`src/rtl/core/gfl_pkg.sv`:
```
// Shared types, constants and the arctangent table for the GPS fix to local metric core.
// Has no dependencies; every other file of the core imports it.
`timescale 1ns / 1ps
`default_nettype none

package gfl_pkg;

   localparam int CORDIC_STEPS_DEF = 32;
   localparam int QUEUE_DEPTH      = 2;
   localparam int COORD_W          = 32;
   localparam int RADIUS_W         = 23;
   localparam logic [RADIUS_W-1:0] RADIUS_RESET = 23'd6371000;

   localparam logic [1:0] KIND_FIX       = 2'd0;
   localparam logic [1:0] KIND_HOME_GIVEN = 2'd1;
   localparam logic [1:0] KIND_HOME_LAST = 2'd2;

   // Angles in units of 5e-8 degree.
   localparam logic signed [34:0] FULL_TURN    = 35'sd7200000000;
   localparam logic signed [34:0] HALF_TURN    = 35'sd3600000000;
   localparam logic signed [34:0] QUARTER_TURN = 35'sd1800000000;
   // The quarter turn is 2^9 times this odd factor.
   localparam logic [23:0] QUARTER_ODD  = 24'd3515625;
   // Floor of 2^53 divided by the odd factor of the quarter turn.
   localparam logic [31:0] QUARTER_RECIP = 32'd2562047788;
   localparam logic [30:0] HALF_PI_Q30  = 31'd1686629713;
   localparam logic [61:0] ROUND_HALF   = 62'd900000000;
   localparam logic [30:0] Q30_ONE      = 31'd1073741824;
   localparam logic signed [32:0] CORDIC_GAIN = 33'sd652032874;
   localparam logic [34:0] MAX_MM       = 35'd21990232555;

   typedef struct packed {
      logic                      fix;
      logic                      changed;
      logic signed [COORD_W-1:0] home_lat;
      logic signed [COORD_W-1:0] home_lon;
      logic signed [COORD_W-1:0] lat;
      logic signed [COORD_W-1:0] lon;
   } gfl_job_type;

   typedef enum logic [4:0] {
      ST_IDLE, ST_WRAP, ST_FOLD, ST_MUL, ST_DIV, ST_RINIT, ST_ROT, ST_REND,
      ST_PROD, ST_SUM, ST_SQRT, ST_VINIT, ST_VEC, ST_SMUL, ST_SK, ST_SSUM, ST_DONE
   } gfl_state_type;

   // Floor of atan(2^-i) in Q30.
   function automatic logic [30:0] atan_q30(input logic [5:0] i);
      logic [30:0] v;
      begin
         case (i)
            6'd0: v = 31'h3243F6A8;
            6'd1: v = 31'h1DAC6705;
            6'd2: v = 31'h0FADBAFC;
            6'd3: v = 31'h07F56EA6;
            6'd4: v = 31'h03FEAB76;
            6'd5: v = 31'h01FFD55B;
            6'd6: v = 31'h00FFFAAA;
            6'd7: v = 31'h007FFF55;
            6'd8: v = 31'h003FFFEA;
            6'd9: v = 31'h001FFFFD;
            default: begin
               if (i <= 6'd30) begin
                  v = (31'd1 << (6'd30 - i)) - 31'd1;
               end else begin
                  v = '0;
               end
            end
         endcase
         return v;
      end
   endfunction

endpackage

`default_nettype wire

```
`src/rtl/core/gfl_queue.sv`:
```
// Short job queue between the front end and the back end.
// Depends on gfl_pkg.
`timescale 1ns / 1ps
`default_nettype none

module gfl_queue import gfl_pkg::*; (
   input  wire logic        clock,
   input  wire logic        reset,
   input  wire logic        push,
   input  gfl_job_type      push_job,
   input  wire logic        pop,
   output gfl_job_type      head_job,
   output logic             empty,
   output logic             full
);

   localparam int PTR_W = $clog2(QUEUE_DEPTH);

   gfl_job_type        entry_ff [QUEUE_DEPTH];
   logic [PTR_W-1:0]   wr_ptr_ff, wr_ptr_in;
   logic [PTR_W-1:0]   rd_ptr_ff, rd_ptr_in;
   logic [PTR_W:0]     count_ff, count_in;

   assign empty    = (count_ff == '0);
   assign full     = (count_ff == (PTR_W+1)'(QUEUE_DEPTH));
   assign head_job = entry_ff[rd_ptr_ff];

   always_comb begin
      wr_ptr_in = wr_ptr_ff;
      rd_ptr_in = rd_ptr_ff;
      count_in  = count_ff;
      if (push) begin
         wr_ptr_in = (wr_ptr_ff == PTR_W'(QUEUE_DEPTH-1)) ? '0 : wr_ptr_ff + 1'b1;
      end
      if (pop) begin
         rd_ptr_in = (rd_ptr_ff == PTR_W'(QUEUE_DEPTH-1)) ? '0 : rd_ptr_ff + 1'b1;
      end
      if (push && !pop) begin
         count_in = count_ff + 1'b1;
      end else if (pop && !push) begin
         count_in = count_ff - 1'b1;
      end
   end

   always_ff @(posedge clock) begin
      if (reset) begin
         wr_ptr_ff <= '0;
         rd_ptr_ff <= '0;
         count_ff  <= '0;
      end else begin
         wr_ptr_ff <= wr_ptr_in;
         rd_ptr_ff <= rd_ptr_in;
         count_ff  <= count_in;
      end
   end

   always_ff @(posedge clock) begin
      if (push) begin
         entry_ff[wr_ptr_ff] <= push_job;
      end
   end

endmodule

`default_nettype wire

```
`config.mk`:
```
export PLATFORM = sky130hd
export DESIGN_NAME = gfl_queue
export DESIGN_NICKNAME = d
export VERILOG_FILES = /design/src/rtl/core/gfl_pkg.sv /design/src/rtl/core/gfl_queue.sv
export SDC_FILE = /design/constraint.sdc
export NUM_CORES = 1
export LEC_CHECK = 0
export ABC_CLOCK_PERIOD_IN_PS = 7100
export BUFFER_PORTS_ARGS = -buffer_cell sky130_fd_sc_hd__buf_4
export CAP_MARGIN = 10
export CORE_MARGIN = 2
export CORE_UTILIZATION = 47
export CTS_CLUSTER_DIAMETER = 200
export DETAILED_ROUTE_END_ITERATION = 6
export PLACE_DENSITY_LB_ADDON = 0.08
export SYNTH_ARGS = -nofsm -noshare
export SYNTH_HDL_FRONTEND = slang
export SYNTH_SLANG_ARGS = --single-unit
```
`constraint.sdc`:
```
create_clock -name clock -period 7.1 [get_ports clock]
set_clock_uncertainty 0.15 [all_clocks]
set_input_delay 0.355 -clock clock [delete_from_list [all_inputs] [get_ports clock]]
set_output_delay 0.355 -clock clock [all_outputs]
set_load 0.03 [all_outputs]
```
==> results of run 1 <==
-- sequential cells by signal (all words and copies together) (netlist names), named ones only --
name       count
entry_ff     260
wr_ptr_ff      1
rd_ptr_ff      1
count_ff       2
-- worst max-delay path, stage by stage, from the launching register on --
cell     delay [ps]
dfxtp_4         930
buf_4           800
mux2_2          440
buf_4           180
-- final cells by class --
type	instances	share of cell area [%]
Sequential cell	265	56.5
Tap cell	270	2.41
Multi-Input combinational cell	146	11.3
Antenna cell	1	0.0179
Inverter	1	0.0268
Timing Repair Buffer	402	24.1
Clock buffer	33	4.99
Clock inverter	11	0.697
-- cell families (layout without fill, tap and decap cells) --
kind of cell               count (synthesis)  count (layout)
AOI/OAI and AO/OA                          2               2
xor gates and xnor gates                   4               4
adders and majority gates                  1               1
buffers and inverters                     15             447
DFF                                      265             265
muxes                                    130             130
other                                      0               1
and+or+nand+nor                            9               9
-- cells in the mapped netlist --
cell type / number / area (um2)
inv_1: 1 / 3.75
ha_1: 1 / 12.5
and2_1: 1 / 6.26
nor2b_1: 2 / 12.5
xnor2_1: 2 / 17.5
buf_2: 3 / 15.0
buf_4: 1 / 7.51
or3_1: 1 / 6.26
a21oi_1: 1 / 5.00
edfxtp_1: 260 / 7810
nor2_1: 5 / 18.8
xor2_1: 2 / 17.5
o21ai_0: 1 / 5.00
mux2_2: 130 / 1460
buf_6: 10 / 113
dfxtp_1: 5 / 100
-- where the power goes --
part	leakage, nW	switching (mW)	internal [mW]
clock network	0.389	0.527	0.760
registers	2.48	0.0366	1.83
logic	2.40	0.334	0.285
-- what timing repair did --
item,in CTS,in global routing
hold buffers,134,0
gates resized for setup,0,0
hold endpoints to repair,265,0
-- final timing paths --
path                                to                     start  slack (ps)
max                       head_job[56]                      flop        3690
min reg2reg   count_ff[1]$_SDFFE_PP0P_  count_ff[1]$_SDFFE_PP0P_         360
min           count_ff[1]$_SDFFE_PP0P_  count_ff[1]$_SDFFE_PP0P_         360
max reg2reg  entry_ff[1][46]$_DFFE_PP_    wr_ptr_ff$_SDFFE_PP0P_        4440
-- layer usage --
metal  track usage, %  wire length [um]  vias to the layer above  share of wire [%]
li1                 -                 -                     2522                  -
met1             22.2              7680                     2663                 38
met2             33.3             10700                      187                 53
met3             5.87              1610                       26                7.9
met4             5.00               365                        0                1.8
met5                0                 0                        -                  0
-- through the flow --
stage | cells | area, um2 | power [mW] | worst slack (ps) | util, %
after global routing | 1129 | 14000 | 3.92 | 3480 | 69.4
final | 1129 | 14000 | 3.77 | 3690 | 69.4
after CTS | 1128 | 14000 | 3.81 | 3600 | 69.4
after detailed placement | 950 | 11900 | 2.46 | 4150 | 58.8
after global placement | 950 | 11900 | 2.45 | 4190 | 58.8
after floorplan | 426 | 9610 | 2.24 | 241 | -
==> metrics.md, run 1 <==
| Metric | Value |
|---|---|
| Critical Path Sink Type | `primary output` |
| Core Area | `roughly 20000 um2` |
| Final Net Count | `around 1000` |
| Initial antenna violation count | `1` |
| Multiplexer area fraction after synthesis | `15.2%` |
| Number of H-tree levels | `1` |
| Rel. slew slack | `24.3%` |
| Post-DP HPWL | `between 10000 and 15000 um` |
| Clk slew on worst S/H paths | `around 50 ps` |
| Pleak | `between 5 and 6 nW` |
| Commonest cells after routing, fill and taps aside | `267 x buf_4, 260 x edfxtp_1, 134 x dlygate4sd3_1, 130 x mux2_2, 27 x clkbuf_16` |
| Syn nets | `about 560` |
| First-pass GRT wire length | `approximately 32000 um` |
| Syn_area_per_cell | `between 20 and 25 um2` |
| Synth Register Bits | `about 270` |
| Num rows | `52` |
| I/O pins | `266` |
| Via Count | `5398` |
| Die Span Y | `approximately 150 um` |
| Adder-Cell Fraction of Synth Area | `0.130%` |
| Die width | `147 um` |
| Seq/Total Area, Yosys | `between 80 and 90%` |
| Post-route DRC | `0` |
| Tightest Hold Check Type | `reg2reg` |
| WL/cell | `roughly 18 um` |
| Number of synthesis warnings | `0` |
| Hold path depth | `2` |
| R2r worst-path depth | `2` |
| WP data required | `between 6000 and 7000 ps` |
| Period utilization | `about half` |
| Hold Slack | `about 360 ps` |
| Post-route minimum period | `around 3400 ps` |
| CP Data Arrival Time | `2900 ps` |
| Final Max Tran Viols | `0` |
| Synth Area in Compound Gates | `less than 1%` |
| Worst setup SP type | `flop` |
| Crit Path Max Fanout | `67` |
| Setup TNS | `0 ps` |
| Status | `completed` |
| Full die area | `roughly 22000 um2` |
| Final setup vio count | `0` |
| Starting DRT DRC Count | `between 200 and 300` |
| CTS root buf | `clkbuf_16` |
| Largest family of logic cells by synthesized area | `multiplexers` |
| TritonCTS clock tree | `yes` |
| Max VDD drop | `roughly 180 uV` |
| Worst-Margin Slew | `1140 ps` |
| Fillers | `about 1300` |
| RSZ-0062 raised after global routing | `no` |
| RePlAce Congestion | `0.756` |
| Register area | `about 7900 um2` |
| Longest Clk Path Bufs | `3` |
| Max-Cap Viols | `0` |
| CP Class | `reg2out` |
| Routed Antenna Nets | `0` |
| Clock Sinks | `roughly 270` |
| PD cells | `around 270 nW/um2` |
| Layout Area Growth over Synthesis | `45.6%` |
| Gate Count Post-Synth | `around 430` |
| Post-Synth Simple-Gate Area | `less than 1%` |
| Starting Density | `a little under half` |
| Largest net degree at the start of global routing | `between 100 and 150` |
| DRT Pass-1 Iters | `4` |
| XOR/XNOR Fraction of Synth Area | `0.364%` |
| Most common cell after layout, fill and taps aside | `buf_4` |
| Final wirelength | `around 20000 um` |
| GRT Total Usage | `18.7%` |
| Mapped cell area | `between 9000 and 10000 um2` |
| Layout cells sized above 1 | `slightly above 50%` |
| Hold Violations, Final | `0` |
| Grt ovf | `0` |
| Area of the multi-input gates | `~1600 um2` |
| IO buf count | `~270` |
| Highest Clock Rate | `0.293 GHz` |
| Distinct cells, synth | `16` |
| Vias in the first global route | `~6000` |
| CTS buffer count | `27` |
| Vias/cell | `roughly 4.8` |
| Latest clock arrival within the worst-skew pair | `about 500 ps` |
| Post-CTS Setup Bufs | `0` |
Note: power is estimated with default switching activity, not from simulation.
==> run 2: changes to the inputs <==
--- a/config.mk
+++ b/config.mk
@@ -5,7 +5,7 @@
 export SDC_FILE = /design/constraint.sdc
 export NUM_CORES = 1
 export LEC_CHECK = 0
-export ABC_CLOCK_PERIOD_IN_PS = 7100
+export ABC_CLOCK_PERIOD_IN_PS = 3100
 export BUFFER_PORTS_ARGS = -buffer_cell sky130_fd_sc_hd__buf_4
 export CAP_MARGIN = 10
 export CORE_MARGIN = 2
==> constraint.sdc (replaced) <==
create_clock -name clock -period 3.1 [get_ports clock]
set_clock_uncertainty 0.15 [all_clocks]
set_input_delay 0.155 -clock clock [delete_from_list [all_inputs] [get_ports clock]]
set_output_delay 0.155 -clock clock [all_outputs]
set_load 0.03 [all_outputs]
==> run 2 against run 1 <==
Effect of this change: register-to-register slack worse by 3200 ps; largest cell class unchanged; combinational power rose by 140%; count of clock-buffer cells in the layout up 7; sequential share of layout area fell by 0.46 points; hold slack got worse by 150 ps; flip-flop and latch count did not move; via count grew 1.1%; total power increased by 130%.
==> metrics.md, run 2 (synthesis gave the netlist of run 1 again) <==
| Metric | Value |
|---|---|
| Status | `completed` |
| CTS buffer count | `27 (unchanged)` |
| Rel. slew slack | `48.3% (+24 points)` |
| Layout cells sized above 1 | `51.2% (+0.69 points)` |
| Die Span Y | `147 um (unchanged)` |
| Seq pwr share | `48.7% (-0.7 points)` |
| Latest clock arrival within the worst-skew pair | `510 ps (about the same)` |
| Largest Register | `entry_ff` |
| GRT Total Usage | `18.5% (-0.21 points)` |
| Crit Path Max Fanout | `59 (-12%)` |
| Post-route DRC | `0 (unchanged)` |
| Post-route minimum period | `~2400 ps` |
| RePlAce Congestion | `0.733 (-3.1%)` |
| Clk slew on worst S/H paths | `60 ps (about the same)` |
| Routed Antenna Nets | `0 (unchanged)` |
| Longest Clk Path Bufs | `3 (unchanged)` |
| Final Instance Count excl. Fillers | `1136 (+0.62%)` |
| Crit-path cells | `buf_4 > mux2_2 > buf_4` |
| Clock Sinks | `265 (unchanged)` |
| Post-CTS Setup Bufs | `0 (unchanged)` |
| ANT cells | `0 (-1)` |
| Vias/cell | `4.80 (+0.49%)` |
| Starting Density | `47.7% (unchanged)` |
| Most common cell after layout, fill and taps aside | `buf_4` |
| CTS Hold Buffers Added | `134 (unchanged)` |
| Vias in the first global route | `6047 (+1.2%)` |
| Cell Int Power | `6.57 mW (+130%)` |
| Via Count | `5458 (+1.1%)` |
| Final Net Count | `982 (+0.41%)` |
| Core Area | `20200 um2 (unchanged)` |
| PD cells | `615 nW/um2 (+130%)` |
| Register area | `7910 um2 (unchanged)` |
| PostCTS Resize Cnt | `0 (unchanged)` |
| Hold Slack | `214 ps (-150 ps)` |
| Placed insts | `954 (+0.42%)` |
| Final Max Tran Viols | `0 (unchanged)` |
| Max VDD drop | `470 uV (+160%)` |
| Post-place instance area | `11900 um2 (+0.78%)` |
| WL/cell | `17.9 um (-0.98%)` |
| Fillers | `1304 (-1.9%)` |
| Hold Violations, Final | `0 (unchanged)` |
| Max-Cap Viols | `0 (unchanged)` |
| Area of the multi-input gates | `1580 um2 (unchanged)` |
| Tightest Hold Check Type | `in2reg` |
| Number of H-tree levels | `1 (unchanged)` |
| Largest net degree at the start of global routing | `72 (-34%)` |
| Max reg flops | `260 (unchanged)` |
| Worst-Margin Slew | `775 ps (-360 ps)` |
| Final instance area | `14100 um2 (+0.82%)` |
| CP Data Arrival Time | `2130 ps (-770 ps)` |
| Worst path buffer plus inverter count | `2 (unchanged)` |
| Pleak | `5.31 nW (+0.89%)` |
| CP Class | `reg2out` |
| WP data required | `2790 ps (-3800 ps)` |
| I/O pins | `266 (unchanged)` |
| CP delay by family, top | `buffers and inverters` |
| Final wirelength | `20300 um (-0.36%)` |
| NetSw | `2.11 mW (+130%)` |
| Num rows | `52 (unchanged)` |
| Initial antenna violation count | `0 (-1)` |
| CP most frequent cell | `buf_4` |
| CTS root buf | `clkbuf_16` |
| Critical Path Sink Type | `primary output` |
| Clock group share of total power | `34.3% (+0.2 points)` |
| Worst setup SP type | `flop` |
| Grt ovf | `0 (unchanged)` |
| RSZ-0062 raised after global routing | `no` |
| Commonest cells after routing, fill and taps aside | `266 x buf_4, 260 x edfxtp_1, 134 x dlygate4sd3_1, 130 x mux2_2, 27 x clkbuf_16` |
| Die width | `147 um (unchanged)` |
| Highest Clock Rate | `approximately 0.41 GHz` |
| IO buf count | `265 (unchanged)` |
| Starting DRT DRC Count | `230 (-22%)` |
| Largest regs | `entry_ff (260), count_ff (2)` |
| Period utilization | `between 70% and 80%` |
| Tot Pwr | `8.68 mW (+130%)` |
| Final setup vio count | `0 (unchanged)` |
| Worst path max stage delay | `600 ps (-330 ps)` |
| Slowest cell on the critical path | `buf_4` |
| Switching share of total power | `24.3% (+0.46 points)` |
| TritonCTS clock tree | `yes` |
| Full die area | `21600 um2 (unchanged)` |
| Layout Area Growth over Synthesis | `46.8%` |
| Post-DP HPWL | `12100 um (-2.9%)` |
| DRT Pass-1 Iters | `4 (unchanged)` |
| Combinational Power Share | `17.0% (+0.6 points)` |
| First-pass GRT wire length | `31500 um (-0.26%)` |
| Setup TNS | `0 ps (unchanged)` |
## run 2: area by class of cell
| cell class | instances | area share (%) |
|---|---|---|
| flip-flops and latches | 265 | 56.1 |
| repair buffers | 406 | 24.5 |
| multi-input cells | 146 | 11.2 |
| clock buffers | 40 | 5.49 |
| well taps | 270 | 2.39 |
| clock inverters | 8 | 0.328 |
| inverters | 1 | 0.0266 |
## run 2: per-layer routing
layer | up-vias | global-route usage (%) | routed length [um]
met3 | 29 | 5.25 | 1540
met5 | - | 0 | 0
met4 | 0 | 5.58 | 458
met2 | 218 | 32.6 | 10300
li1 | 2532 | - | -
met1 | 2679 | 22.4 | 8040
## run 2: stage by stage
step | setup WS (ps) | utilization, %
2_1_floorplan | 256 | -
3_3_place_gp | 1210 | 59.2
3_5_place_dp | 1180 | 59.2
4_1_cts | 619 | 69.9
5_1_grt | 555 | 69.9
6_report | 670 | 69.9
## run 2: final timing paths
| path | to | slack (ps) | start | cells after the start |
|---|---|---|---|---|
| max reg2reg | entry_ff[1][129]$_DFFE_PP_ | 1240 | wr_ptr_ff$_SDFFE_PP0P_ | 2 |
| min | entry_ff[1][57]$_DFFE_PP_ | 210 | push_job[57] | 2 |
| max | head_job[97] | 670 | flop | 3 |
| min reg2reg | count_ff[1]$_SDFFE_PP0P_ | 370 | count_ff[1]$_SDFFE_PP0P_ | 2 |
## run 2: worst register-to-register path, stage by stage, from the launching register on
cell	delay, ps
dfxtp_1	410
and2_4	570
buf_12	350
## run 2: power by group through the flow
stage | logic [mW] | registers, mW | clock network [mW]
3_5_place_dp | 1.34 | 4.31 | 0
2_1_floorplan | 0.801 | 4.30 | 0
6_report | 1.48 | 4.23 | 2.97
3_3_place_gp | 1.32 | 4.30 | 0
5_1_grt | 1.56 | 4.25 | 3.21
4_1_cts | 1.48 | 4.23 | 3.06
