===== src/rtl/core/gfl_pkg.sv =====
// Shared types, constants and the arctangent table for the GPS fix to local metric core.
// Has no dependencies; every other file of the core imports it.
`timescale 1ns / 1ps
`default_nettype none

package gfl_pkg;

   localparam int CORDIC_STEPS_DEF = 32;
   localparam int QUEUE_DEPTH      = 2;
   localparam int COORD_W          = 32;
   localparam int RADIUS_W         = 23;
   localparam logic [RADIUS_W-1:0] RADIUS_RESET = 23'd6371000;

   localparam logic [1:0] KIND_FIX       = 2'd0;
   localparam logic [1:0] KIND_HOME_GIVEN = 2'd1;
   localparam logic [1:0] KIND_HOME_LAST = 2'd2;

   // Angles in units of 5e-8 degree.
   localparam logic signed [34:0] FULL_TURN    = 35'sd7200000000;
   localparam logic signed [34:0] HALF_TURN    = 35'sd3600000000;
   localparam logic signed [34:0] QUARTER_TURN = 35'sd1800000000;
   // The quarter turn is 2^9 times this odd factor.
   localparam logic [23:0] QUARTER_ODD  = 24'd3515625;
   // Floor of 2^53 divided by the odd factor of the quarter turn.
   localparam logic [31:0] QUARTER_RECIP = 32'd2562047788;
   localparam logic [30:0] HALF_PI_Q30  = 31'd1686629713;
   localparam logic [61:0] ROUND_HALF   = 62'd900000000;
   localparam logic [30:0] Q30_ONE      = 31'd1073741824;
   localparam logic signed [32:0] CORDIC_GAIN = 33'sd652032874;
   localparam logic [34:0] MAX_MM       = 35'd21990232555;

   typedef struct packed {
      logic                      fix;
      logic                      changed;
      logic signed [COORD_W-1:0] home_lat;
      logic signed [COORD_W-1:0] home_lon;
      logic signed [COORD_W-1:0] lat;
      logic signed [COORD_W-1:0] lon;
   } gfl_job_type;

   typedef enum logic [4:0] {
      ST_IDLE, ST_WRAP, ST_FOLD, ST_MUL, ST_DIV, ST_RINIT, ST_ROT, ST_REND,
      ST_PROD, ST_SUM, ST_SQRT, ST_VINIT, ST_VEC, ST_SMUL, ST_SK, ST_SSUM, ST_DONE
   } gfl_state_type;

   // Floor of atan(2^-i) in Q30.
   function automatic logic [30:0] atan_q30(input logic [5:0] i);
      logic [30:0] v;
      begin
         case (i)
            6'd0: v = 31'h3243F6A8;
            6'd1: v = 31'h1DAC6705;
            6'd2: v = 31'h0FADBAFC;
            6'd3: v = 31'h07F56EA6;
            6'd4: v = 31'h03FEAB76;
            6'd5: v = 31'h01FFD55B;
            6'd6: v = 31'h00FFFAAA;
            6'd7: v = 31'h007FFF55;
            6'd8: v = 31'h003FFFEA;
            6'd9: v = 31'h001FFFFD;
            default: begin
               if (i <= 6'd30) begin
                  v = (31'd1 << (6'd30 - i)) - 31'd1;
               end else begin
                  v = '0;
               end
            end
         endcase
         return v;
      end
   endfunction

endpackage

`default_nettype wire


===== src/rtl/core/gfl_front.sv =====
// Front end: accepts requests, keeps the home and last-fix state and issues jobs.
// Depends on gfl_pkg.
`timescale 1ns / 1ps
`default_nettype none

module gfl_front import gfl_pkg::*; (
   input  wire logic               clock,
   input  wire logic               reset,
   input  wire logic               req_valid,
   input  wire logic [1:0]         req_kind,
   input  wire logic signed [30:0] req_latitude,
   input  wire logic signed [31:0] req_longitude,
   input  wire logic               queue_full,
   output logic                    push,
   output gfl_job_type             job
);

   logic signed [COORD_W-1:0] home_lat_ff, home_lat_in;
   logic signed [COORD_W-1:0] home_lon_ff, home_lon_in;
   logic signed [COORD_W-1:0] last_lat_ff, last_lat_in;
   logic signed [COORD_W-1:0] last_lon_ff, last_lon_in;
   logic                      latched_ff, latched_in;
   logic signed [COORD_W-1:0] lat;
   logic signed [COORD_W-1:0] lon;

   assign push = req_valid && !queue_full;
   assign lat  = COORD_W'(req_latitude);
   assign lon  = req_longitude;

   always_comb begin
      home_lat_in = home_lat_ff;
      home_lon_in = home_lon_ff;
      last_lat_in = last_lat_ff;
      last_lon_in = last_lon_ff;
      latched_in  = latched_ff;
      job.fix      = 1'b0;
      job.changed  = 1'b0;
      job.lat      = lat;
      job.lon      = lon;
      case (req_kind)
         KIND_FIX: begin
            job.fix = 1'b1;
            // The first fix after reset becomes home.
            if (!latched_ff) begin
               home_lat_in = lat;
               home_lon_in = lon;
               latched_in  = 1'b1;
               job.changed = 1'b1;
            end
            last_lat_in = lat;
            last_lon_in = lon;
         end
         KIND_HOME_GIVEN: begin
            home_lat_in = lat;
            home_lon_in = lon;
            job.changed = 1'b1;
         end
         KIND_HOME_LAST: begin
            home_lat_in = last_lat_ff;
            home_lon_in = last_lon_ff;
            job.changed = 1'b1;
         end
         default: begin
         end
      endcase
      job.home_lat = home_lat_in;
      job.home_lon = home_lon_in;
   end

   always_ff @(posedge clock) begin
      if (reset) begin
         home_lat_ff <= '0;
         home_lon_ff <= '0;
         last_lat_ff <= '0;
         last_lon_ff <= '0;
         latched_ff  <= 1'b0;
      end else if (push) begin
         home_lat_ff <= home_lat_in;
         home_lon_ff <= home_lon_in;
         last_lat_ff <= last_lat_in;
         last_lon_ff <= last_lon_in;
         latched_ff  <= latched_in;
      end
   end

endmodule

`default_nettype wire


===== config.mk =====
export PLATFORM = sky130hd
export DESIGN_NAME = gfl_front
export DESIGN_NICKNAME = d
export VERILOG_FILES = /design/src/rtl/core/gfl_pkg.sv /design/src/rtl/core/gfl_front.sv
export SDC_FILE = /design/constraint.sdc
export NUM_CORES = 1
export LEC_CHECK = 0
export ABC_AREA = 1
export BUFFER_PORTS_ARGS = -buffer_cell sky130_fd_sc_hd__buf_2
export CORE_MARGIN = 4
export CORE_UTILIZATION = 36
export DETAILED_ROUTE_END_ITERATION = 10
export GPL_TIMING_DRIVEN = 0
export PLACE_DENSITY = 0.63
export SYNTH_ARGS = -nofsm -noshare
export SYNTH_HDL_FRONTEND = slang
export SYNTH_SLANG_ARGS = --single-unit

===== constraint.sdc =====
create_clock -name clock -period 1.26 [get_ports clock]
set_clock_uncertainty 0.1 [all_clocks]
set_input_delay 0.126 -clock clock [delete_from_list [all_inputs] [get_ports clock]]
set_output_delay 0.126 -clock clock [all_outputs]
set_load 0.1 [all_outputs]

==> results.yml, run 1 <==
clock_network:
  clkTransAtPathRegs_ns: 0.06
  cts_root_buf: "clkbuf_16"
  cts_buffer_depth: 2
  clk_latency_ns: 0.43
  htree_levels: 4
  cts_buffers: 17
  cts.sinks: 128
  cts_tree: "done"
worst_setup_path:
  arrival_ns: 1.77
  criticalPathCategory: "reg2out"
  start_kind: "register"
  cp-end-kind: "output pin"
  crit_path_top_delay_cell: "dfxtp_4"
  path_cells: "inv_6 -> buf_12 -> clkbuf_16 -> nand2_2 -> nand3_1 -> nand2_1 -> nand2_2 -> clkinvlp_4 -> buf_12"
  crit_buf_inv: 5
  critPathTopFamily: "buffers and inverters"
  critPathMaxStageDelay_ns: 0.37
  cp_max_fo: 5
  required_ns: 1.03
logic_synthesis:
  ys_seq_elements: 128
  synth_flop_cell: "dfxtp_1"
  synth_fp_nets: 1583
  syn_inst: 1509
  ys_types: 17
  synth.top_cells.by_area: "dfxtp_1 (30%), nand2_1 (25%), inv_1 (11%), a21oi_1 (7.5%), nand3_1 (7.3%)"
  synth_area_sq_mm: 0.00857
  syn_avg_cell_area_sq_um: 5.68
  async_flop_share: 0
  synth_warnings: 0
  synth.largest_area_cell: "dfxtp_1"
  yosysSeqAreaShare: 0.299
  synth_edf_count: 0
  synth_top_area_share: 0.299
pwr:
  seqPwrFrac: 0.265
  power.total_mw: 16.3
  power_density_mw_per_mm2: 1170
  peakVddDrop_mv: 0.615
  power.clock.fraction: 0.335
  sw_frac_of_total: 0.402
  power_frac_comb: 0.400
  p_sw_mw: 6.56
  p_leak_nw: 6.73
  p_int_mw: 9.75
sta:
  hold_viol: 0
  fin_ws_ns: -0.735
  post-route-period-util: 1.58
  tightest_slew_ns: 0.776
  relSlewSlack: 0.483
  rsz0062_at_grt: "yes"
  tns_ns: -48.48
  setup_viol: 128
  maxSlewViolCount: 0
  min_period_ns: 1.99
  max_freq_mhz: 501
routing:
  wl_per_cell_um: 14.4
  drtPass1Iterations: 11
  routed_wl_um: 31000
  drt_iter0_markers: 560
  avgViaCountPerCell: 4.69
  drtAntennaViolNets: 0
  drc: 1
  dr_total_vias: 10086
outcome:
  run_status: "finished with violations"
  violations: "design-rule violations, negative setup slack"
floorplanning:
  coreArea_sq_mm: 0.0235
  rows: 56
  die_x_um: 162
  start_util: 0.365
  dieArea_sq_mm: 0.0263
  io_pins: 200
  die_y_um: 162
placement:
  io_buffer_count: 199
  gp_congestion: 0.806
  dp_hpwl_um: 19300
  dp_slack_ns: -0.815
finish:
  utilization: 0.594
  final_common_cell: "nand2_1"
  syn_to_final_growth_pct: 62.9
  final_cell_mix: "nand2_1 (438), inv_1 (191), buf_2 (150)"
  fin_nets: 1892
  drive_above_1_share: 0.375
global_route:
  antenna_found_initial: 1
  grt_pass1_vias: 9204
  grt_max_degree: 17
  grt_pass1_wl_um: 46600
  gr-total-overflow: 0
  grt_use_total: 0.216
job:
  max_cap_viol_count: 0
hold_path:
  min_path_type: "in2reg"
==> worst reg2reg max path, stage by stage (launching register included) <==
cell     delay [ns]
dfxtp_4        0.37
buf_12         0.16
buf_12         0.14
nand2_1        0.07
nand3_1        0.06
nand2_1        0.09
nand2_2        0.10
buf_4          0.15
buf_4          0.12
a21oi_1        0.10
==> worst paths after layout <==
check	startpoint	end	slack (ns)	cells after the start
hold / removal	queue_full	last_lat_ff[30]	0.08	5
setup reg to reg	latched_ff	home_lat_ff[18]	-0.27	9
hold reg to reg	last_lat_ff[21]	last_lat_ff[21]	0.36	2
setup / recovery	latched_ff	job[81]	-0.73	9
==> logic make-up (layout without fill, tap and decap cells) <==
family | Yosys count | after routing | share of synthesized area
compound gates | 193 | 193 | 0.113
buf+inv | 417 | 739 | 0.226
flops | 128 | 128 | 0.299
simple gates | 766 | 766 | 0.355
fa+ha+maj | 5 | 5 | 0.00730
other cells | 0 | 1 | 0
==> power by group through the flow <==
stage / registers, mW / clock network [mW] / logic, mW
after detailed placement: 4.40 / 0 / 5.05
after floorplan: 4.38 / 0 / 4.18
after CTS: 4.31 / 5.52 / 5.89
after global routing: 4.34 / 5.68 / 6.85
final: 4.32 / 5.46 / 6.52
after global placement: 4.39 / 0 / 5.02
==> what timing repair did <==
item,CTS,global route
setup endpoints to repair,174,184
buffers inserted,6,14
gates resized for setup,276,242
cloned,3,6
hold buffers,63,0
hold endpoints to repair,63,0
pin swaps,9,52
==> per-stage QoR <==
step | area (sq um) | instances | hold WS (ns)
5_1_grt | 14000 | 2151 | 0.0929
2_1_floorplan | 9100 | 1509 | 0.190
3_3_place_gp | 10500 | 2027 | 0.336
3_5_place_dp | 10500 | 2027 | 0.341
6_report | 14000 | 2151 | 0.0765
4_1_cts | 12800 | 2131 | 0.107
==> final cells by class <==
| class | instances | area, sq um |
|---|---|---|
| Inverter | 257 | 1210 |
| Clock buffer | 21 | 460 |
| Clock inverter | 11 | 178 |
| Multi-Input combinational cell | 964 | 5000 |
| Buffer | 160 | 1250 |
| Fill cell | 2116 | 9520 |
| Timing Repair Buffer | 290 | 2890 |
| Antenna cell | 1 | 2.50 |
| Tap cell | 319 | 399 |
| Sequential cell | 128 | 2570 |
==> routing by layer <==
metal,up-vias,GRT usage,wire length [um]
met5,-,0,0
met4,0,0.0592,540
met3,43,0.0345,1520
met2,283,0.377,15600
met1,4654,0.277,13400
li1,5106,-,-
==> flip-flops by register name, summed over array words and instances (netlist names) <==
signal       cells
last_lat_ff     31
home_lon_ff     32
latched_ff       1
home_lat_ff     32
last_lon_ff     32
==> cell usage after synthesis (2+ instances only) <==
master	instances
dfxtp_1	128
buf_4	68
buf_6	6
or2_2	2
ha_1	5
buf_2	56
o21ai_0	64
a21oi_1	129
inv_1	256
nor2_1	64
clkbuf_1	24
buf_1	6
nand3_1	125
nand2_1	573
Note: power is estimated with default switching activity, not from simulation.
==> run 2, diff against run 1 <==
Settings changed: BUFFER_PORTS_ARGS -buffer_cell sky130_fd_sc_hd__buf_2 to not set, DONT_BUFFER_PORTS set to 1, PLACE_DENSITY 0.63 to 0.56.
==> run 2 against run 1 <==
The run ends with negative hold slack, negative setup slack left; core utilization shrank 8.4 points; final cell count fell by 9.4%; die area is the same; combinational power decreased by 18%; sequential share of layout area up 3.0 points; power down 11%; global-route usage fell by 1.2 points; first-iteration DRC count down 23%; hold slack lost 0.080 ns; worst setup slack lost 0.12 ns; sequential cell count unchanged; routed wire length decreased by 6.3%; critical endpoint is now job[74]; largest power group unchanged; highest routed layer unchanged.
==> results.yml, run 2 (same netlist as run 1, synthesis figures left out) <==
worst_setup_path:
  required_ns: 1.03
  crit_top_cell: "nand2_2"
  crit_buf_inv: 4
  criticalPathCategory: "reg2out"
  cp-end-kind: "output pin"
  start_kind: "register"
  arrival_ns: 1.89
  crit_path_top_delay_cell: "clkinvlp_4"
  path_cells: "inv_6 -> buf_12 -> buf_8 -> nand2_2 -> nand3_1 -> nand2_1 -> nand2_2 -> clkinvlp_4"
  critPathTopFamily: "buffers and inverters"
  cp_max_fo: 5
  critPathMaxStageDelay_ns: 0.41
pwr:
  power.total_mw: 14.5
  power_density_mw_per_mm2: 1210
  peakVddDrop_mv: 0.580
  p_leak_nw: 5.61
finish:
  largestRegisters: "home_lat_ff x32, home_lon_ff x32, last_lon_ff x32"
  fillers: 2393
  syn_to_final_growth_pct: 39.9
  design_area_sq_mm: 0.0120
  regArea_sq_mm: 0.00257
  fin_nets: 1691
  antenna_cells: 0
  final_cell_mix: "nand2_1 (433), inv_1 (191), dfxtp_1 (127)"
  multi_input_area_sq_mm: 0.00499
  utilization: 0.511
  drive_above_1_share: 0.298
  final_common_cell: "nand2_1"
clock_network:
  clkTransAtPathRegs_ns: 0.06
  cts.sinks: 128
  clk_latency_ns: 0.42
  cts_root_buf: "clkbuf_16"
  cts_tree: "done"
  htree_levels: 4
  cts_buffer_depth: 2
  cts_buffers: 17
routing:
  routed_wl_um: 29100
  drtAntennaViolNets: 0
  drtPass1Iterations: 5
  drc: 0
  wl_per_cell_um: 14.9
  dr_total_vias: 9142
  avgViaCountPerCell: 4.69
  drt_iter0_markers: 433
floorplanning:
  start_util: 0.365
  dieArea_sq_mm: 0.0263
  coreArea_sq_mm: 0.0235
  rows: 56
  io_pins: 200
  die_y_um: 162
  die_x_um: 162
sta:
  rsz0062_at_grt: "yes"
  whs_ns: -0.00312
  max_freq_mhz: 473
  relSlewSlack: 0.439
  min_period_ns: 2.11
  hold_viol: 2
  fin_ws_ns: -0.853
  tightest_slew_ns: 0.842
  maxSlewViolCount: 0
  post-route-period-util: 1.68
  setup_viol: 124
global_route:
  antenna_found_initial: 0
  grt_max_degree: 17
  grt_pass1_wl_um: 43400
  gr-total-overflow: 0
  grt_use_total: 0.204
  grt_pass1_vias: 8092
placement:
  gp_congestion: 0.797
  dp_slack_ns: -0.647
  placed_area_sq_mm: 0.00950
  io_buffer_count: 0
  dp_hpwl_um: 18900
hold_path:
  min_path_type: "in2reg"
outcome:
  violations: "negative hold slack, negative setup slack"
  run_status: "finished with violations"
job:
  max_cap_viol_count: 0
run 2: layout make-up:
class,instances,share of cell area
clock buffers,18,0.0366
well taps,319,0.0333
flip-flops and latches,128,0.214
plain buffers,160,0.104
inverters,257,0.101
clock inverters,14,0.0112
repair buffers,89,0.0840
multi-input cells,964,0.416
run 2: what timing repair did:
action | CTS | global route
setup endpoints to repair | 130 | 131
gates resized for setup | 42 | 223
hold endpoints to repair | 121 | 0
setup buffers | 2 | 15
cloned | 1 | 8
pin swaps | 3 | 63
hold buffers | 63 | 0
run 2: where the power goes:
part	internal (mW)	switching [mW]	total [mW]
clock	2.79	2.10	4.90
sequential	4.23	0.0869	4.31
combinational	1.20	4.13	5.33
run 2: tightest hold or removal path, cell delays in order:
cell,delay (ns)
inv_1,0.05
nand2_2,0.05
nand3_2,0.06
nand2_2,0.06
nand2_4,0.08
a21oi_2,0.05
run 2: layer usage:
| metal | global-route usage | vias to the layer above | share of wire |
|---|---|---|---|
| met3 | 0.0370 | 30 | 0.052 |
| met2 | 0.325 | 225 | 0.48 |
| li1 | - | 4680 | - |
| met1 | 0.284 | 4207 | 0.46 |
| met5 | 0 | - | 0 |
| met4 | 0.0561 | 0 | 0.016 |
run 2: worst paths after layout:
| kind | to | depth (start not counted) | start | slack, ns |
|---|---|---|---|---|
| hold reg to reg | last_lon_ff[25] | 2 | last_lon_ff[25] | 0.36 |
| hold / removal | home_lon_ff[28] | 6 | req_longitude[28] | -0.003 |
| setup / recovery | job[74] | 8 | latched_ff | -0.85 |
| setup reg to reg | home_lat_ff[0] | 9 | latched_ff | -0.17 |
run 2: stage by stage:
stage | cells | TNS [ns]
floorplan | 1509 | -20.15
global placement | 1828 | -74.79
detailed placement | 1828 | -77.14
CTS | 1926 | -52.29
global route | 1949 | -65.18
finish | 1949 | -56.44
==> run 3, diff against run 2 <==
--- a/config.mk
+++ b/config.mk
@@ -9,8 +9,10 @@
 export CORE_MARGIN = 4
 export CORE_UTILIZATION = 36
+export CTS_BUF_LIST = sky130_fd_sc_hd__clkbuf_4
 export DETAILED_ROUTE_END_ITERATION = 10
 export DONT_BUFFER_PORTS = 1
 export GPL_TIMING_DRIVEN = 0
 export PLACE_DENSITY = 0.56
+export REMOVE_ABC_BUFFERS = 1
 export SYNTH_ARGS = -nofsm -noshare
 export SYNTH_HDL_FRONTEND = slang
==> constraint.sdc (replaced) <==
create_clock -name clock -period 1.26 [get_ports clock]
set_clock_uncertainty 0.1 [all_clocks]
set_input_delay 0.252 -clock clock [delete_from_list [all_inputs] [get_ports clock]]
set_output_delay 0.252 -clock clock [all_outputs]
set_load 0.1 [all_outputs]
==> run 3 against run 2 <==
The flow still finishes with violations (negative hold slack, negative setup slack); power shrank 16%; first-iteration DRC count grew 15%; hold slack lost 0.33 ns; final cell count shrank 6.9%; clock-buffer cell count shrank 1; fmax shrank 11%; clock power shrank 28%; global-route usage shrank 0.50 points; register-to-register slack lost 0.11 ns; critical endpoint is now job[120]; largest cell class unchanged.
==> results.yml, run 3 (same netlist as run 1, synthesis figures left out) <==
floorplanning:
  dieArea_sq_mm: 0.0263
  start_util: 0.365
  rows: 56
  coreArea_sq_mm: 0.0235
  die_y_um: 162
  die_x_um: 162
  io_pins: 200
finish:
  largestRegisters: "home_lat_ff x32, home_lon_ff x32, last_lon_ff x32"
  drive_above_1_share: 0.280
  design_area_sq_mm: 0.0112
  fin_nets: 1556
  multi_input_area_sq_mm: 0.00508
  fillers: 2416
  regArea_sq_mm: 0.00257
  utilization: 0.477
  final_cell_mix: "nand2_1 (416), inv_1 (187), dfxtp_1 (127)"
  syn_to_final_growth_pct: 30.8
  final_common_cell: "nand2_1"
  layout.cells.non_filler: 1814
sta:
  tns_ns: -104.01
  maxSlewViolCount: 0
  post-route-period-util: 1.87
  setup_viol: 193
  rsz0062_at_grt: "yes"
  whs_ns: -0.328
  hold_viol: 72
  tightest_slew_ns: 0.970
  min_period_ns: 2.36
  fin_ws_ns: -1.10
  max_freq_mhz: 424
  relSlewSlack: 0.352
clock_network:
  cts_buffer_depth: 2
  clk_latency_ns: 0.53
  cts_root_buf: "clkbuf_4"
  cts_buffers: 17
  htree_levels: 4
  cts.sinks: 128
  clkTransAtPathRegs_ns: 0.14
  cts_tree: "done"
pwr:
  power_density_mw_per_mm2: 1090
  peakVddDrop_mv: 0.493
  p_leak_nw: 5.07
  power.total_mw: 12.2
routing:
  dr_total_vias: 8709
  routed_wl_um: 29100
  drc: 0
  drtPass1Iterations: 5
  avgViaCountPerCell: 4.80
  drtAntennaViolNets: 0
  wl_per_cell_um: 16.0
  drt_iter0_markers: 497
outcome:
  run_status: "finished with violations"
  violations: "negative hold slack, negative setup slack"
global_route:
  grt_use_total: 0.199
  antenna_found_initial: 1
  grt_max_degree: 66
  grt_pass1_vias: 7729
  gr-total-overflow: 0
  grt_pass1_wl_um: 42100
placement:
  dp.cells: 1678
  gp_congestion: 0.728
  io_buffer_count: 0
  placed_area_sq_mm: 0.00825
  dp_slack_ns: -2.00
  dp_hpwl_um: 13400
worst_setup_path:
  cp-end-kind: "output pin"
  required_ns: 0.91
  start_kind: "register"
  criticalPathCategory: "reg2out"
  arrival_ns: 2.01
  cp_max_fo: 8
  r2r_setup_slack_ns: -0.28
job:
  max_cap_viol_count: 0
hold_path:
  min_path_type: "in2reg"
run 3: final timing paths:
| check | start | to | cells past startpoint |
|---|---|---|---|
| worst min-delay path | reset | last_lat_ff[6] | 1 |
| worst max register to register | latched_ff | home_lat_ff[18] | 9 |
| worst max-delay path | latched_ff | job[120] | 8 |
| worst min register to register | last_lon_ff[20] | last_lon_ff[20] | 2 |
run 3: final cells by class:
cell class                 instances  share of cell area
inverter                         257               0.111
timing repair inverter             3             0.00469
antenna                            1            0.000223
clock inverter                    14              0.0193
sequential                       128               0.229
tap                              319              0.0356
multi-input combinational        965               0.453
timing repair buffer             110               0.135
clock buffer                      17              0.0114
run 3: power breakdown:
group / switching (mW) / total, mW / leakage (nW) / internal (mW)
registers: 0.0829 / 4.31 / 1.05 / 4.23
logic: 3.29 / 4.37 / 3.85 / 1.08
clock network: 1.75 / 3.51 / 0.171 / 1.76
run 3: critical path, stage by stage, from the launching register on:
cell and delay [ns]:
dfxtp_4 0.38, buf_6 0.12, buf_6 0.13, buf_16 0.16, nand2_2 0.07, nand3_2 0.08, nand2_2 0.06, nand2_2 0.09
clkinvlp_4 0.41
run 3: per-layer routing:
metal  share of wire  global-route usage  vias up
met5               0                   0        -
met4           0.023              0.0388        0
met3           0.059              0.0431       37
met2            0.48               0.349      231
met1            0.44               0.253     4022
li1                -                   -     4419
run 3: what timing repair did:
| action | in CTS | in global routing |
|---|---|---|
| setup buffers | 18 | 26 |
| endpoints found under the setup margin | 195 | 195 |
| pin swaps | 6 | 99 |
| endpoints found under the hold margin | 127 | 79 |
| gates cloned | 8 | 9 |
| gates resized for setup | 192 | 190 |
| hold buffers | 41 | 3 |
